$ cat src/rtl/core/csbag_pkg.sv
// Shared types and constants for the clipped stretch-blit address generator.
`timescale 1ns / 1ps
`default_nettype none
package csbag_pkg;

	localparam int ACC_W = 14;

	localparam logic FUNC_START = 1'b0;
	localparam logic FUNC_STEP  = 1'b1;

	localparam logic [1:0] KIND_START_OK  = 2'd0;
	localparam logic [1:0] KIND_REJECT    = 2'd1;
	localparam logic [1:0] KIND_PIXEL     = 2'd2;
	localparam logic [1:0] KIND_IDLE_STEP = 2'd3;

	typedef enum logic {
		ALU_SUB,
		ALU_ADD
	} alu_op_t;

	typedef enum logic [2:0] {
		ST_IDLE,
		ST_CHECK,
		ST_H_CMP,
		ST_H_ADD,
		ST_V_CMP,
		ST_V_ADD,
		ST_RD,
		ST_EMIT
	} state_t;

	typedef struct packed {
		logic signed [11:0] dx;
		logic signed [11:0] dy;
		logic [10:0]        dw;
		logic [10:0]        dh;
		logic [10:0]        sl;
		logic [10:0]        st;
		logic [10:0]        sr;
		logic [10:0]        sb;
		logic [10:0]        bw;
		logic [10:0]        bh;
	} desc_t;

	typedef struct packed {
		logic signed [11:0] left;
		logic signed [11:0] top;
		logic signed [11:0] right;
		logic signed [11:0] bottom;
	} clip_t;

	typedef struct packed {
		logic        reject;
		clip_t       clip;
		logic [10:0] src_w;
		logic [10:0] src_h;
	} chk_t;

endpackage
`default_nettype wire

$ cat src/rtl/core/csbag_check.sv
// Descriptor validation and destination clipping against the screen.
`timescale 1ns / 1ps
`default_nettype none
module csbag_check #(
	parameter int MAX_SCREEN_WIDTH = 1024,
	parameter int MAX_BITMAP_SIZE  = 1024
) (
	input  wire csbag_pkg::desc_t desc,
	input  wire logic [10:0]      screen_w,
	input  wire logic [10:0]      screen_h,
	output csbag_pkg::chk_t       chk
);
	import csbag_pkg::*;

	localparam logic signed [13:0] MAXS = 14'(MAX_SCREEN_WIDTH);
	localparam logic signed [13:0] MAXB = 14'(MAX_BITMAP_SIZE);

	logic signed [13:0] sw, sh, dx, dy, dw, dh, sl, st, sr, sb, bw, bh;
	logic signed [13:0] ex, ey, rf, bf, rc, bc;

	always_comb begin
		dx = signed'({{2{desc.dx[11]}}, desc.dx});
		dy = signed'({{2{desc.dy[11]}}, desc.dy});
		dw = signed'({3'b000, desc.dw});
		dh = signed'({3'b000, desc.dh});
		sl = signed'({3'b000, desc.sl});
		st = signed'({3'b000, desc.st});
		sr = signed'({3'b000, desc.sr});
		sb = signed'({3'b000, desc.sb});
		bw = signed'({3'b000, desc.bw});
		bh = signed'({3'b000, desc.bh});

		if (screen_w == '0) begin
			sw = 14'sd1;
		end else if (signed'({3'b000, screen_w}) > MAXS) begin
			sw = MAXS;
		end else begin
			sw = signed'({3'b000, screen_w});
		end
		if (screen_h == '0) begin
			sh = 14'sd1;
		end else if (signed'({3'b000, screen_h}) > MAXS) begin
			sh = MAXS;
		end else begin
			sh = signed'({3'b000, screen_h});
		end

		ex = dx + dw;
		ey = dy + dh;
		rf = ex - 14'sd1;
		bf = ey - 14'sd1;
		rc = (rf >= sw) ? sw - 14'sd1 : rf;
		bc = (bf >= sh) ? sh - 14'sd1 : bf;

		chk.reject = (dw < 14'sd1) || (dh < 14'sd1) || (sl >= sr) || (st >= sb) ||
			(bw > MAXB) || (bh > MAXB) || (sr > bw) || (sb > bh) ||
			(dx >= sw) || (dy >= sh) || (ex <= 14'sd0) || (ey <= 14'sd0);
		chk.clip.left   = dx[13] ? 12'sd0 : desc.dx;
		chk.clip.top    = dy[13] ? 12'sd0 : desc.dy;
		chk.clip.right  = rc[11:0];
		chk.clip.bottom = bc[11:0];
		chk.src_w       = desc.sr - desc.sl;
		chk.src_h       = desc.sb - desc.st;
	end

endmodule
`default_nettype wire

$ cat config.mk
export PLATFORM = sky130hd
export DESIGN_NAME = csbag_check
export DESIGN_NICKNAME = d
export VERILOG_FILES = /design/src/rtl/core/csbag_pkg.sv /design/src/rtl/core/csbag_check.sv
export SDC_FILE = /design/constraint.sdc
export NUM_CORES = 1
export LEC_CHECK = 0
export ABC_AREA = 1
export BUFFER_PORTS_ARGS = -buffer_cell sky130_fd_sc_hd__buf_2
export CAP_MARGIN = 20
export CELL_PAD_IN_SITES_DETAIL_PLACEMENT = 0
export CELL_PAD_IN_SITES_GLOBAL_PLACEMENT = 2
export CORE_MARGIN = 2
export CORE_UTILIZATION = 26
export DETAILED_ROUTE_END_ITERATION = 16
export GPL_TIMING_DRIVEN = 0
export PLACE_DENSITY = 0.95
export SYNTH_ARGS = -nofsm -noshare
export SYNTH_HDL_FRONTEND = slang
export SYNTH_SLANG_ARGS = --single-unit
$ cat constraint.sdc
create_clock -name vclk -period 5.2
set_clock_uncertainty 0.1 [all_clocks]
set_input_delay 1.04 -clock vclk [all_inputs]
set_output_delay 1.04 -clock vclk [all_outputs]
set_load 0.02 [all_outputs]
# Word-level counts from Yosys, hierarchy flattened
# Cells that the tools add are included.
# word_totals
regBits	0
wordCells	45
# op_classes
addsub	8
n_lt_le_gt_ge	16
muxes	8
n_reduce_logical	13
# op_table
cell	count
$mux W11	6
$gt A11 B11 Y1 const B	4
$ge A14 B12 Y1	2
$sub A13 B2 Y14 const B	2
$add A12 B12 Y13	2
$le A13 B1 Y1 const B	2
$ge A12 B12 Y1	2
$mux W12	2
$sub A11 B1 Y12 const B	2
$ge A11 B11 Y1	2
$gt A11 B11 Y1	2
$logic_not A11 Y1	2
$lt A11 B1 Y1 const B	2
$sub A11 B11 Y11	2
$logic_or A1 B1 Y1	11

# Logic depth before layout (Yosys ltp)
# logic_depth
ltp_word	12
mapped_depth	24
mapped_depth_nobuf	22

# Least setup slack after synthesis
# OpenSTA, ideal clock, no wires.
# synth_timing
path_kind	input -> output
from	in desc[66] in the netlist's numbering
to	out chk[32] in the netlist's numbering
arrival_time_ns	3.935
path_slack_ns	0.125
path_stages	22
cell_sequence	ha_1 fa_1 inv_1 ha_1 inv_1 nor2_1 nand3_1 nor2_1 nand2_1 nor2_2 xor2_1 ha_1 nand2_1 nor2_1 a211oi_1 nand2_1 a21oi_1 nand3_2 nand2_2 buf_6 nand2_1 nand2_1
# synth_lines
item	line	source
start: declaration	csbag_check.sv:8	input wire csbag_pkg::desc_t desc,
end: declaration	csbag_check.sv:11	output csbag_pkg::chk_t chk

==> flow_summary.ini <==
[worst_setup_path]
critical_path_class = input pin to primary output
startpoint_type = input pin
critical_path_depth = 23
worstPathRequired_ns = 4.06
worst-path-max-fanout = 5
slowest_delay_ns = 0.46
cp-end-kind = primary output
critPathArrivalTime_ns = 4.18
crit_buf_inv = 4
path_delay_family = simple AND/OR/NAND/NOR gates
path_cells = buf_8 -> ha_4 -> fa_2 -> inv_2 -> nand2_2 -> nor2_4 -> nand3_2 -> nor2_4 -> nand3_4 -> nor2_4 -> xor2_2 -> ha_1 -> nand2_1 -> nor2_1 -> a211oi_1 -> nand2_1 -> a21oi_2 -> nand3_2 -> nand2_4 -> buf_6 -> nand2_2 -> nand2_2 -> buf_6
crit_slowest_cell = fa_2

[finish]
final_core_util_pct = 37.2
finalNetCount = 1581
n_clock_buffer = 0
syn2layout_area_growth_pct = 40.9
register_area_um2 = 0
finalInstanceArea_mm2 = 0.00839
diodes = 0
fill_cells = 2510
finalNonFillerCells = 1610
drive_gt1_share_pct = 30.3
seq_cells = 0

[sta]
min_period_ns = 5.32
rsz0062_at_grt = true
max_freq_mhz = 188
fin_crit_sh_pct = 102
maxSlewViolCount = 0
tightest_slew_ns = 0.623
setup_viol = 20
finalHoldViolCount = 0
slew_headroom_pct = 58.0
worst_slack_ns = -0.119
timing.setup.tns_ns = -1.43

[worst_hold_path]
hold_class = input pin to primary output
min_path_cells = 4

[detailed_routing]
first_pass_iters = 4
vias = 7336
vias_per_cell = 4.56
wl_mm = 21.3
drc = 0
antenna_left = 0
drt_iter0_markers = 336
detail_route.wl_per_cell_um = 13.2

[grt]
grt_use_met1_pct = 22.2
grt_pass1_wl_mm = 33.4
grt_usage_pct = 16.7
grt_antenna_before_repair = 0
grt-ovfl-total = 0
met3_usage_pct = 0.669
grt_pass1_vias = 6936
use_met2_pct = 31.1
grt_max_degree = 11
busiest_layer = met2

[die]
die_w_um = 155
coreArea_mm2 = 0.0226
num_rows = 55
die-area_mm2 = 0.0241
dieHeight_um = 155
initial_utilization_pct = 26.4
num_io_pins = 205

[place]
gp_congestion = 0.858
portBuffers = 202
hpwlAfterDp_mm = 18.3
post_dp_cell_area_mm2 = 0.00733
dp.cells = 1564

[pwr]
finalPower_w = 0.00134
leakagePower_nw = 4.79
power.density_mw_per_mm2 = 159
peakVddDrop_mv = 0.110

[status]
status = finished, violations left
violations = setup timing

[logic_synthesis]
ys_warn_count = 0
synthCells = 1076
syn_avg_cell_area_um2 = 5.54
syn_area_mm2 = 0.00596
yosysSeqAreaShare_pct = 0
ys_types = 36

[clock_tree]
hold_buffers = 0

[run]
maxCapViolCount = 0
[layer usage]
metal  vias to the layer above  share of wire (%)
met4                         0               0.47
li1                       3943                  -
met1                      3269                 47
met5                         -                  0
met3                         6                3.1
met2                       118                 50
[what timing repair did]
item,4_1_cts,5_1_grt
buffers inserted,29,15
cloned,2,0
pin swaps,25,47
gates resized for setup,124,67
setup endpoints to repair,23,23
[cell usage after synthesis, types with 4 or more instances]
cell type	instances	area, um^2
nand2_2	14	87.6
nand3_2	9	90.1
nand2_1	309	1160
nor2_4	4	45.0
nand3b_1	6	45.0
fa_1	4	80.1
nand3_1	83	415
o21ai_0	34	170
a21oi_1	52	260
nor2_1	124	465
nor3_1	4	20.0
buf_4	5	37.5
xor2_1	31	272
inv_2	7	26.3
a211oi_1	5	37.5
nand4_1	29	181
o21a_1	4	30.0
ha_1	116	1450
xnor2_1	16	140
nor2_2	7	43.8
inv_1	186	698
[final timing paths]
kind	slack, ns	start	to
min	2.34	desc[91]	chk[49]
max	-0.12	desc[66]	chk[25]
[report_power, final]
part	internal [W]	switching [W]
Combinational	0.000559	0.000779
Sequential	0	0
Clock	0	0
[stage by stage]
step,hold WS (ns),setup WS (ns)
floorplan,2.06,0.125
global placement,2.33,-0.459
detailed placement,2.33,-0.472
CTS,2.33,-0.101
global route,2.35,-0.367
finish,2.34,-0.119
[kinds of logic after synthesis]
| kind of cell | count (synthesis) | share of synthesized area, % |
|---|---|---|
| simple gates | 593 | 43.3 |
| buf+inv | 206 | 13.7 |
| fa+ha+maj | 120 | 25.7 |
| compound gates | 109 | 10.3 |
| xor+xnor | 47 | 6.91 |
| other cells | 1 | 0.0630 |
[final cells by class]
class	instances	area, um^2	share of cell area [%]
multi-input cells	871	5660	67.5
repair buffers	248	1550	18.5
inverters	193	724	8.64
well taps	285	357	4.25
plain buffers	13	100	1.19
[tightest hold or removal path: cells and delay by family]
family        cells  cell delay [ns]
simple gates      1             0.03
buf+inv           3             0.32
[cell usage in the layout (no fill, tap or decap), drive strengths merged, types with 3 or more instances in the layout]
| master | instances |
|---|---|
| a211oi | 5 |
| nor3 | 4 |
| fa | 4 |
| nor2 | 135 |
| o2111ai | 3 |
| inv | 193 |
| a21oi | 52 |
| o21a | 4 |
| nand2 | 323 |
| o21bai | 3 |
| o21ai | 35 |
| clkbuf | 3 |
| nand4 | 29 |
| ha | 116 |
| xor2 | 31 |
| xnor2 | 16 |
| nand3 | 92 |
| nand3b | 6 |
| buf | 258 |
Power figures use the tool's default switching activity.
