===== config.mk =====
export PLATFORM = sky130hd
export DESIGN_NAME = csbag_alu
export DESIGN_NICKNAME = d
export VERILOG_FILES = /design/src/rtl/core/csbag_pkg.sv /design/src/rtl/core/csbag_alu.sv
export SDC_FILE = /design/constraint.sdc
export NUM_CORES = 1
export LEC_CHECK = 0
export BUFFER_PORTS_ARGS = -buffer_cell sky130_fd_sc_hd__buf_2
export CAP_MARGIN = 30
export CELL_PAD_IN_SITES_DETAIL_PLACEMENT = 1
export CELL_PAD_IN_SITES_GLOBAL_PLACEMENT = 2
export CORE_MARGIN = 8
export CORE_UTILIZATION = 30
export DETAILED_ROUTE_END_ITERATION = 8
export GPL_ROUTABILITY_DRIVEN = 1
export PLACE_DENSITY = 0.87
export SLEW_MARGIN = 20
export SYNTH_ARGS = -nofsm -noshare
export SYNTH_HDL_FRONTEND = slang
export SYNTH_SLANG_ARGS = --single-unit

===== constraint.sdc =====
create_clock -name vclk -period 4
set_input_delay 0.8 -clock vclk [all_inputs]
set_output_delay 0.8 -clock vclk [all_outputs]
set_load 0.01 [all_outputs]

===== src/rtl/core/csbag_pkg.sv =====
// Shared types and constants for the clipped stretch-blit address generator.
`timescale 1ns / 1ps
`default_nettype none
package csbag_pkg;

	localparam int ACC_W = 14;

	localparam logic FUNC_START = 1'b0;
	localparam logic FUNC_STEP  = 1'b1;

	localparam logic [1:0] KIND_START_OK  = 2'd0;
	localparam logic [1:0] KIND_REJECT    = 2'd1;
	localparam logic [1:0] KIND_PIXEL     = 2'd2;
	localparam logic [1:0] KIND_IDLE_STEP = 2'd3;

	typedef enum logic {
		ALU_SUB,
		ALU_ADD
	} alu_op_t;

	typedef enum logic [2:0] {
		ST_IDLE,
		ST_CHECK,
		ST_H_CMP,
		ST_H_ADD,
		ST_V_CMP,
		ST_V_ADD,
		ST_RD,
		ST_EMIT
	} state_t;

	typedef struct packed {
		logic signed [11:0] dx;
		logic signed [11:0] dy;
		logic [10:0]        dw;
		logic [10:0]        dh;
		logic [10:0]        sl;
		logic [10:0]        st;
		logic [10:0]        sr;
		logic [10:0]        sb;
		logic [10:0]        bw;
		logic [10:0]        bh;
	} desc_t;

	typedef struct packed {
		logic signed [11:0] left;
		logic signed [11:0] top;
		logic signed [11:0] right;
		logic signed [11:0] bottom;
	} clip_t;

	typedef struct packed {
		logic        reject;
		clip_t       clip;
		logic [10:0] src_w;
		logic [10:0] src_h;
	} chk_t;

endpackage
`default_nettype wire


===== src/rtl/core/csbag_alu.sv =====
// Shared add/subtract unit with greater-than compare for the DDA steppers.
`timescale 1ns / 1ps
`default_nettype none
module csbag_alu (
	input  wire csbag_pkg::alu_op_t             op,
	input  wire logic [csbag_pkg::ACC_W-1:0]    a,
	input  wire logic [csbag_pkg::ACC_W-1:0]    b,
	output logic      [csbag_pkg::ACC_W-1:0]    res,
	output logic                                gt
);
	import csbag_pkg::*;

	logic [ACC_W:0] diff;

	always_comb begin
		diff = {1'b0, a} - {1'b0, b};
		gt   = !diff[ACC_W] && (diff[ACC_W-1:0] != '0);
		if (op == ALU_ADD) begin
			res = a + b;
		end else begin
			res = diff[ACC_W-1:0];
		end
	end

endmodule
`default_nettype wire


# Yosys cells after proc, flatten, opt, wreduce, memory -nomap -nowiden
# Index checks and enable logic that the tools add are counted.
# W data, S select, Z words.
[totals] regBits=0 input_bits=29 output_inout_bits=15 elab_cells=6
[classes] addsub=2 mux=1 n_reduce_logical=3
[op_table] op="$sub A14 B14 Y15" count=1
[op_table] op="$add A14 B14 Y14" count=1
[op_table] op="$mux W14" count=1
[op_table] op="$reduce_bool A14 Y1" count=1
[op_table] op="$logic_and A1 B1 Y1" count=1
[op_table] op="$logic_not A1 Y1" count=1

# Logic depth before layout (Yosys ltp)
# Gate-level depths: netlist (run 1).
[depth] ltp_word=3 ltp_mapped=10

# Worst setup path before layout (run 1)
# Ideal clock, no wire load.
[synth_timing] path_type="input to output" startpoint="input port a[0] (netlist name)" endpoint="output port res[12] (netlist name)" arrival_ns=2.820 setup_slack_ns=0.380 cell_stages=10 n_path_buf=0 path_cell_list="inv_1 ha_1 fa_1 or2b_1 a21oi_1 o211ai_1 a31oi_1 nor2_1 a31oi_1 xor2_1"
[synth_via] elab_chain_cells=2 word_cells_on_any_way=3 cone_classes="add/sub (2); mux (1)"
[synth_rtl] element="start, declared" line="csbag_alu.sv:6" text="input wire logic [csbag_pkg::ACC_W-1:0] a,"
[synth_rtl] element="$sub A14 B14 Y15 or $add A14 B14 Y14 (tied branches)" line="csbag_alu.sv:16, csbag_alu.sv:19"
[synth_rtl] element="$mux W14 *" line="csbag_alu.sv:18" text="if (op == ALU_ADD) begin"
[synth_rtl] element="end, declared" line="csbag_alu.sv:8" text="output logic [csbag_pkg::ACC_W-1:0] res,"
# Every way passes the cells marked *; elsewhere a longest branch is shown, timed or not.

# Final worst setup path (run 1)
# Ends and elaborated chain as after synthesis.

==> results, run 1 <==
- Power spread over the standard cell area amounts to 173 nW/µm².
- The pin count of the biggest net entering global routing is 24.
- The first detailed-routing pass took 4 iterations.
- The maximum ir drop on the vdd rail is 0.0000581 V.
- The category of the worst setup path launch point is an input port.
- The end of the worst hold path is res[0].
- After global routing the overflow that remains totals 0.
- The most common cell in the netlist is sky130_fd_sc_hd__inv_1.
- The number of port buffers is 44.
- The count of buffering cells on the critical path with inverters included is 3.
- The run finished with clean final reports.
- For this run, the share of the core covered by cells in the final layout is 0.398.
- In this run the remaining antenna-violating nets after routing total 0.
- Of all nets on the critical path, the largest fanout is 3.
- The class of the tightest hold or removal check is input port to output port.
- The total number of placement rows is 26.
- The width of the die is 89.0 µm.
- Data on the critical path arrives at its endpoint at 3.08 ns.
- In the finished design, the share of the clock period the worst path needs comes to 0.970.
- The routed wire length per instance is 14.7 µm.
- The sequential fraction of the synthesis area is 0.
- The HPWL reported at the end of detailed placement is around 4500 µm.
- The number of I/O pins is 44.
- The number of inserted diodes is 0.
- In the post-synthesis netlist, the biggest area contributors are sky130_fd_sc_hd__ha_1, sky130_fd_sc_hd__a21oi_1, sky130_fd_sc_hd__inv_1, sky130_fd_sc_hd__xnor2_1, sky130_fd_sc_hd__nor2_1.
- Of the post-synthesis cell area, the dominant cell type holds 0.211.
- In this design, the critical path's most frequently occurring cell is sky130_fd_sc_hd__buf_2.
- The sequential cells in the finished layout cover a total of 0 µm².
- The critical path is of the input port to output port type.
- The tool flagged a number of max-cap violations equal to 0.
- For the pin with the worst max-slew slack, the measured transition is 0.522 ns.
- The layout overhead on the synthesized area is 27.8%.
- The number of max-slew violations in the final report is 0.
- The die covers slightly below 8000 µm².
- The sequential cell count is 0.
- The worst hold path begins at b[0].
- The average instance in the mapped netlist occupies 6.67 µm².
- The congestion estimate from routability-driven global placement came to a little over 0.8.
- Buffers inserted to repair hold after CTS numbered 0.
- The initial utilization of the core area, before any placement, comes to 0.311.
- The total number of yosys warnings is 0.
- The endpoint class of the critical path is an output port.
- The cell type contributing the most total cell area after synthesis is sky130_fd_sc_hd__ha_1.
- The final period demand of the worst path is 3.88 ns.
- The analysis attributes to cell leakage a power of between 0.9 and 1 nW.
- After synthesis, the most frequently instantiated cells are sky130_fd_sc_hd__inv_1, sky130_fd_sc_hd__a21oi_1, sky130_fd_sc_hd__ha_1, sky130_fd_sc_hd__nor2_1, sky130_fd_sc_hd__o21ai_0.
- For this run, design rule violations remaining after detail routing come to 0.
- The net count after synthesis is 298.
- For this run, the total global-route usage over all layers was measured as 0.136.
- The worst hold path was traced through 4 stages.
- Traced cell by cell, the critical path runs through buf_2, ha_1, inv_1, fa_1, o21ba_1, o21bai_2, a2111oi_4, o21ai_1, or4_1, a31oi_1, xor2_1, buf_2.
- The worst pin sits at a relative slew slack of 0.648.
- The final layout contains roughly 350 nets.
- The initial antenna violation count is 0.
- The non-filler instance count after layout is between 300 and 400.
- The total count of hold-check failures in the final report is 0.
- In this run, the number of DRC markers left after iteration 0 of detailed routing was 109.
- The peak clock frequency supported by timing is about 260 MHz.
- In this run the vertical extent of the chip is 89.0 µm.
- The post-synthesis cell area is between 1500 and 2000 µm².
- The total via count after detailed routing is 1,902.
- After detailed routing, the total wire length is 5370 µm.
- The number of global-route vias before repair is 1,926.
- The longest individual stage delay on the worst path is 0.44 ns.
- Counting the clock-network buffers in the layout gives 0.
- The count of unique library cells instantiated by Yosys is 49.
- Setup repair after global routing left no endpoint under its margin.
- The slowest stage of the critical path belongs to the cell sky130_fd_sc_hd__or4_1.
- The first global-routing pass estimated 9050 µm of wire.
- The kind of cell with the highest combined delay along the critical path is compound AO/OA/AOI/OAI gates.
- Setup violations remaining at the end of the flow were counted as 0.
- After detailed routing, the number of vias per cell comes to 5.23.
- The post-synthesis instance total is 240.
- The fraction of final layout cells sized beyond drive strength 1 is 0.255.
- The core region is just over 5000 µm².
- The number of instances in the placed design is 363.
- For the worst setup path, the data required time is 3.20 ns.
cells by family (layout without fill, tap and decap cells):
kind of cell,count (synthesis),after routing,synth area share
adder cells (fa/ha/maj),29,29,0.236
AO/OA/AOI/OAI,86,86,0.360
AND/OR/NAND/NOR,67,67,0.210
buffers and inverters,42,96,0.105
XOR/XNOR,14,14,0.0766
multiplexers,2,2,0.0125
worst max path at each step:
stage | startpoint | to | cells after the start
2_1_floorplan | a[0] | res[12] | 10
3_3_place_gp | a[0] | gt | 12
3_5_place_dp | a[0] | gt | 12
4_1_cts | a[0] | res[12] | 12
5_1_grt | a[0] | gt | 12
6_report | a[0] | res[12] | 12
layout make-up:
type / instances / area (µm²)
fill: 716 / 3100
multi-input combinational: 198 / 1460
timing repair buffer: 65 / 378
inverter: 31 / 116
tap: 70 / 87.6
power breakdown:
part | switching, W | leakage, nW | internal, W | total [W]
Combinational | 0.000196 | 0.988 | 0.000158 | 0.000354
Sequential | 0 | 0 | 0 | 0
Clock | 0 | 0 | 0 | 0
layer usage:
layer / GRT usage / part of all wire
met1: 0.182 / 0.48
met2: 0.244 / 0.48
met3: 0.00735 / 0.044
met4: 0.00302 / 0
met5: 0 / 0
through the flow:
stage	total power (W)	instance area, µm²	worst slack [ns]	hold slack [ns]	TNS [ns]
CTS	0.000350	2020	0.0333	2.01	0
global route	0.000393	2040	0.000132	2.05	0
finish	0.000354	2040	0.119	2.00	0
detailed placement	0.000346	2010	-0.00293	2.00	-0.00293
global placement	0.000342	2010	0.0190	2.00	0
floorplan	0.000221	1600	0.380	1.77	0
cell usage in the layout (no fill, tap or decap), drive strengths merged, types with 2 or more instances in the layout:
cell type	count
o31ai	5
nor2	26
o21bai	6
inv	31
buf	65
nand4	2
nand3	3
and3	3
nand2b	4
xor2	2
nor3	8
o21ai	14
nor4	2
nand2	6
nor2b	4
o21ba	2
a22oi	3
a31oi	4
a211oi	4
or4	2
ha	27
nand3b	2
o311ai	2
a21oi	28
a21o	2
a2111oi	3
mux2i	2
fa	2
o21a	5
xnor2	12
what timing repair did:
action	CTS	global route
setup buffers	0	1
gates resized for setup	2	6
setup endpoints to repair	1	4
pin swaps	0	6
Power figures use the tool's default switching activity.
==> inputs of run 2 (changes only) <==
--- a/config.mk
+++ b/config.mk
@@ -9,7 +9,7 @@
 export CAP_MARGIN = 30
 export CELL_PAD_IN_SITES_DETAIL_PLACEMENT = 1
 export CELL_PAD_IN_SITES_GLOBAL_PLACEMENT = 2
-export CORE_MARGIN = 8
+export CORE_MARGIN = 2
 export CORE_UTILIZATION = 30
 export DETAILED_ROUTE_END_ITERATION = 8
 export GPL_ROUTABILITY_DRIVEN = 1
==> run 2 against run 1 <==
Effect of this change: highest routed layer unchanged; critical endpoint unchanged; clock-buffer cell count stayed put; largest cell class unchanged; non-clock buffer count increased by 2; via count up 0.95%.
==> results, run 2 (synthesized netlist as in run 1, its figures left out) <==
- Counting instances, the worst hold path has a depth of 4.
- The number of max-cap violations is 0.
- The worst setup path is launched from an input port.
- In this run the remaining antenna-violating nets after routing total 0.
- The multi-input combinational cell area is 1500 µm².
- For this run, global-route usage on met3 was measured as 0.
- The utilization of the core after routing is 0.407.
- The critical path class is input port to output port.
- The maximum ir drop on the vdd rail is 0.0000635 V.
- The clock buffers instantiated in the layout total 0.
- The power density relative to cell area is 174 nW/µm².
- The number of nets in the layout is 356.
- The region available for standard cell placement spans 5140 µm².
- For met1 alone, demand over resource in global routing was 0.246.
- The die area is around 5900 µm².
- The number of I/O pins is 44.
- In the final layout, the share of cells above drive strength 1 is 0.277.
- The required time of the critical path is between 3 and 4 ns.
- The critical path goes through buf_2, ha_1, inv_1, fa_1, o21ba_1, o21bai_2, a2111oi_4, o21ai_2, or4_1, a31oi_1, xor2_1, buf_2.
- The number of max-slew violations in the final report came to 0.
- The global-route wire length before repair is 8860 µm.
- For this block, the initial DRC count from the detailed router was 39.
- For this run the aggregate overflow at the end of global routing stands at 0.
- The path with the worst hold slack has its endpoint at res[0].
- The cell seen most often among critical-path stages is sky130_fd_sc_hd__buf_2.
- At the worst endpoint, the arrival time is 3.06 ns.
- The initial antenna violation count was 0.
- After floorplanning, the core was divided into 26 placement rows.
- The leakage power summed over all cells is 1.01 nW.
- After detailed routing, the average wire length per cell comes to 14.4 µm.
- The number of inserted diodes is 0.
- Counting the fill cells in the layout gives roughly 700.
- The total count of hold-check failures in the final report is 0.
- The class of the tightest hold or removal check is input port to output port.
- The highest-delay cell along the critical path is sky130_fd_sc_hd__or4_1.
- The relative slew slack is 0.697.
- Input and output buffers added on the ports amount to 44.
- The hold slack is 2.01 ns.
- The number of global-route vias before repair came to 1,894.
- The number of buffers inserted by post-CTS setup repair is 0.
- The endpoint class of the critical path is an output port.
- The number of design rule violations left after detail routing is 0.
- Adding up every negative setup slack in the final design gives 0 ns.
- The total power is between 0.0003 and 0.0004 W.
- The worst path in the final design needs a cycle of 3.86 ns, including I/O delays and setup.
- Across all layers, the routed design uses about 1,900 vias.
- The sequential cell count is 0.
- Relative to the synthesized area, the layout overhead comes to 30.7%.
- The largest single stage delay on the critical path is approximately 0.41 ns.
- Static timing analysis puts the maximum clock frequency at about 260 MHz.
- The width of the die is ~77 µm.
- Among cell families on the critical path, the largest total delay comes from compound AO/OA/AOI/OAI gates.
- Setup repair after global routing left no endpoint under its margin.
- The number of hold buffers added after CTS was 0.
- Leaving out fill and tap cells, the most frequent cell in the layout is sky130_fd_sc_hd__buf_2.
- The pin count of the biggest net entering global routing is 24.
- At the pin with the least slew margin, the transition time is 0.450 ns.
- The first detailed-routing pass took 4 iterations.
- The met2 capacity usage during global routing is 0.316.
- The HPWL reported at the end of detailed placement is around 4400 µm.
- The overall die height is 77.0 µm.
- The share of the cycle needed by the critical path after routing is 0.966.
- The total routing resource utilization after global routing is 0.174.
- In this run the most used layer during global routing was met2.
- The count of buffering cells on the critical path with inverters included is 3.
- The flow ran to the end, and the final reports show no timing, DRC or antenna violations.
- The launch instance of the worst min-delay path is b[0].
- For this block, the routed nets add up to between 5000 and 6000 µm of wire.
- Setup violations remaining at the end of the flow were counted as 0.
- The largest driver fanout on the critical path is 2.
- At the end of routability-driven placement, the weighted congestion stood at just over 0.8.
- The initial utilization of the core area, before any placement, comes to 0.311.
- The routed via count divided by cell count is 5.25.
- The register area is 0 µm².
- The library cells used most frequently in the layout, excluding fill and tap cells, are sky130_fd_sc_hd__buf_2, sky130_fd_sc_hd__inv_1, sky130_fd_sc_hd__a21oi_1.
-- run 2: changes by cell type in the layout (fill, tap and decap cells not counted) --
cell | previous run | this run
sky130_fd_sc_hd__buf_4 | 21 | 23
sky130_fd_sc_hd__a2111oi_1 | 1 | 0
sky130_fd_sc_hd__a2111oi_2 | 0 | 1
sky130_fd_sc_hd__a21oi_2 | 1 | 0
sky130_fd_sc_hd__a21oi_4 | 0 | 1
sky130_fd_sc_hd__a221oi_1 | 1 | 0
sky130_fd_sc_hd__a221oi_2 | 0 | 1
sky130_fd_sc_hd__ha_1 | 27 | 26
sky130_fd_sc_hd__ha_2 | 0 | 1
sky130_fd_sc_hd__o21ai_1 | 1 | 0
sky130_fd_sc_hd__o21ai_2 | 0 | 1
sky130_fd_sc_hd__o41ai_1 | 1 | 0
sky130_fd_sc_hd__o41ai_2 | 0 | 1
-- run 2: how the worst max path moves through the flow --
stage / startpoint / end / cells past startpoint
after global routing: b[5] / res[11] / 12
after global placement: a[0] / gt / 12
final: a[0] / res[12] / 12
after detailed placement: a[0] / gt / 12
after CTS: a[0] / res[12] / 12
after floorplan: a[0] / res[12] / 10
-- run 2: routing by layer --
| layer | part of all wire | vias to the layer above | routed length (µm) |
|---|---|---|---|
| li1 | - | 969 | - |
| met1 | 0.49 | 920 | 2590 |
| met2 | 0.49 | 31 | 2570 |
| met3 | 0.017 | 0 | 88 |
| met4 | 0 | 0 | 0 |
| met5 | 0 | - | 0 |
-- run 2: area by class of cell --
cell class                      instances  share of cell area
Timing Repair Buffer                   67               0.188
Inverter                               31              0.0556
Multi-Input combinational cell        198               0.715
Tap cell                               70              0.0419
-- run 2: through the flow --
step | instances | cell area [µm²] | setup WS [ns]
6_report | 366 | 2090 | 0.136
3_3_place_gp | 366 | 2030 | 0.00248
3_5_place_dp | 366 | 2030 | -0.109
5_1_grt | 366 | 2090 | 0.0149
4_1_cts | 366 | 2040 | 0.0481
2_1_floorplan | 240 | 1600 | 0.380
-- run 2: what timing repair did --
action                     CTS  global route
pin swaps                    0             6
setup endpoints to repair    1             4
cloned                       0             0
resized for setup            2            12
-- run 2: where the power goes --
group | total, W | internal, W | switching (W)
logic | 0.000364 | 0.000164 | 0.000200
registers | 0 | 0 | 0
clock network | 0 | 0 | 0
==> inputs of run 3 (changes only) <==
--- a/config.mk
+++ b/config.mk
@@ -5,12 +5,13 @@
 export SDC_FILE = /design/constraint.sdc
 export NUM_CORES = 1
 export LEC_CHECK = 0
+export ABC_AREA = 1
 export BUFFER_PORTS_ARGS = -buffer_cell sky130_fd_sc_hd__buf_2
 export CAP_MARGIN = 30
 export CELL_PAD_IN_SITES_DETAIL_PLACEMENT = 1
 export CELL_PAD_IN_SITES_GLOBAL_PLACEMENT = 2
 export CORE_MARGIN = 2
-export CORE_UTILIZATION = 30
+export CORE_UTILIZATION = 28
 export DETAILED_ROUTE_END_ITERATION = 8
 export GPL_ROUTABILITY_DRIVEN = 1
 export PLACE_DENSITY = 0.87
==> run 3 against run 2 <==
Effect of this change: cell count up 22%; core utilization is 7.9 points lower; fmax rose by 11%; sequential share of layout area stayed put; combinational power fell by 8.5%; largest power group unchanged; global-route usage fell by 0.35 points; synthesized cell count rose by 38%; highest routed layer unchanged.
==> results, run 3 <==
- The analysis attributes to cell leakage a power of 1.23 nW.
- The most common cell after layout, fill and taps aside is sky130_fd_sc_hd__nand2_1.
- The weighted congestion reported at the end of routability-driven placement is 0.938.
- After global routing the overflow that remains totals 0.
- The post-synthesis area per instance is 5.40 µm².
- In this run, the number of DRC markers left after iteration 0 of detailed routing was 76.
- In the layout the commonest cells are sky130_fd_sc_hd__nand2_1, sky130_fd_sc_hd__inv_1, sky130_fd_sc_hd__buf_2.
- The share of total power dissipated in sequential elements is 0.
- The die area is 7060 µm².
- After routing, the total negative slack on setup checks comes to 0 ns.
- For this design the ratio of total power to cell area is 162 nW/µm².
- In the synthesized netlist, the number of instances is 332.
- The area of the placeable core is 6280 µm².
- The first detailed-routing pass took 4 iterations.
- The final period demand of the worst path is 3.48 ns.
- The longest individual stage delay on the worst path is around 0.4 ns.
- The number of max-slew violations in the final report is 0.
- The die is approximately 84 µm tall.
- During placement, the flow inserted port buffers numbering 44.
- The family with the most delay on the worst path is simple AND/OR/NAND/NOR gates.
- The number of I/O pins is 44.
- For this run, the number of Yosys warnings is 0.
- For the pin with the worst max-slew slack, the measured transition is about 0.42 ns.
- The run finished with clean final reports.
- The fraction of final layout cells sized beyond drive strength 1 is 0.171.
- The die is 84.0 µm wide.
- The cell area that synthesis handed to floorplanning was 1790 µm².
- The layout overhead on the synthesized area is 14.9%.
- The initial antenna violation count is 0.
- The global-route wire length before repair is about 10,000 µm.
- The combinational group share of total power is 1.000.
- For this configuration, the core starts out at a cell density of 0.285.
- The total via count after detailed routing is 2,156.
- The worst setup path is launched from an input port.
- The worst-case IR drop observed on VDD is 0.0000489 V.
- Along the worst path, the maximum fanout reaches 3.
- 0 antenna diodes ended up in the layout.
- The share of power burned in the clock network is 0.
- The register area is 0 µm².
- Among all cell types in the netlist, the one instantiated most often is sky130_fd_sc_hd__nand2_1.
- Counting both buffers and inverters, the worst setup path holds a total of 5.
- The class of the tightest hold or removal check is input port to output port.
- The hold slack is 1.97 ns.
- The required time of the critical path is 3.20 ns.
- The number of clock buffer instances in the layout is 0.
- Headroom to the max-slew limit came out at 0.718.
- The number of max-cap violations is 0.
- STA classifies the critical path endpoint as an output port.
- Gates resized during post-CTS repair numbered 0.
- In this run the post-CTS setup repair buffer count came out at 0.
- The synthesized design spends more area on one cell type than any other, namely sky130_fd_sc_hd__nand2_1.
- The share of the Yosys chip area taken by registers is 0.
- After detailed routing, the average wire length per cell comes to 13.6 µm.
- The net count of the finished layout is approximately 430.
- Of the total power, the share spent switching nets is 0.647.
- The final wirelength is 6050 µm.
- The count of unique library cells instantiated by Yosys is 33.
- The worst path setup slack after routing is roughly 0.52 ns.
- Internal power comes to about 0.00012 W.
- The number of global-route vias before repair is 2,089.
- The worst slack at placement is 0.544 ns.
- By count the netlist is led by sky130_fd_sc_hd__nand2_1, sky130_fd_sc_hd__inv_1, sky130_fd_sc_hd__nand3_1, sky130_fd_sc_hd__ha_1, sky130_fd_sc_hd__nor2_1.
- The power dissipated by switching net loads is around 0.00022 W.
- The HPWL reported at the end of detailed placement is 5440 µm.
- Walking the worst path, the cells encountered are buf_2, inv_1, ha_1, fa_1, inv_1, nand3_1, nand2_2, nand2_1, nand2_1, nand3_1, nor3_2, nand3_1, nand2_1, inv_1, buf_2.
- The initialized floorplan defines 29 standard-cell rows.
- In this run the remaining antenna-violating nets after routing total 0.
- The total count of hold-check failures in the final report is 0.
- Of the post-synthesis cell area, the dominant cell type holds 0.207.
- Dividing the detail-routed via count by the number of cells gives 4.83.
- The highest-delay cell along the critical path is sky130_fd_sc_hd__fa_1.
- The number of design rule violations left after detail routing is 0.
- Entering global routing, the biggest net connects 16 pins.
- The peak clock frequency supported by timing is approximately 290 MHz.
- Sequential cells placed in the final layout were counted as 0.
- The net count after synthesis is between 300 and 400.
- The number of hold buffers added after CTS was 0.
- Setup repair after global routing left no endpoint under its margin.
- STA puts the critical path data arrival time at approximately 2.7 ns.
- By area the synthesized netlist is led by sky130_fd_sc_hd__nand2_1, sky130_fd_sc_hd__ha_1, sky130_fd_sc_hd__inv_1, sky130_fd_sc_hd__nand3_1, sky130_fd_sc_hd__a21oi_1.
- The total routing resource utilization after global routing is 0.171.
- The share of the cycle needed by the critical path after routing is 0.869.
- Setup violations remaining at the end of the flow were counted as 0.
- The worst setup path is of the input port to output port kind.
-- run 3: area by class of cell --
cell class                      count  area, µm²
Multi-Input combinational cell    260       1500
Fill cell                         894       4220
Tap cell                           77       96.3
Inverter                           65        244
Timing Repair Buffer               44        220
-- run 3: layer usage --
layer  track usage  up-vias  share of wire
met5             0        -              0
met2         0.302       35           0.47
met3             0        0          0.040
met4             0        0              0
li1              -     1133              -
met1         0.249      988           0.48
-- run 3: per-stage QoR --
step / area, µm² / total power (W) / cells / utilization
after floorplan: 1790 / 0.000232 / 332 / -
after global placement: 2060 / 0.000329 / 446 / 0.328
after detailed placement: 2060 / 0.000333 / 446 / 0.328
after CTS: 2060 / 0.000335 / 446 / 0.328
after global routing: 2060 / 0.000377 / 446 / 0.328
final: 2060 / 0.000333 / 446 / 0.328
-- run 3: logic make-up (layout without fill, tap and decap cells) --
| kind of cell | after synthesis | in the layout | synth area share |
|---|---|---|---|
| AO/OA/AOI/OAI | 51 | 51 | 0.175 |
| buffers and inverters | 72 | 109 | 0.164 |
| XOR/XNOR | 6 | 6 | 0.0293 |
| AND/OR/NAND/NOR | 174 | 174 | 0.421 |
| adder cells (fa/ha/maj) | 29 | 29 | 0.211 |
-- run 3: final timing paths --
kind                  from      to  slack [ns]  cells after the start
worst max-delay path  a[0]      gt        0.52                     15
worst min-delay path  b[0]  res[0]        1.97                      4
-- run 3: power groups by stage --
stage	clock (W)	sequential [W]	combinational (W)
after global routing	0	0	0.000377
final	0	0	0.000333
after floorplan	0	0	0.000232
after CTS	0	0	0.000335
after detailed placement	0	0	0.000333
after global placement	0	0	0.000329
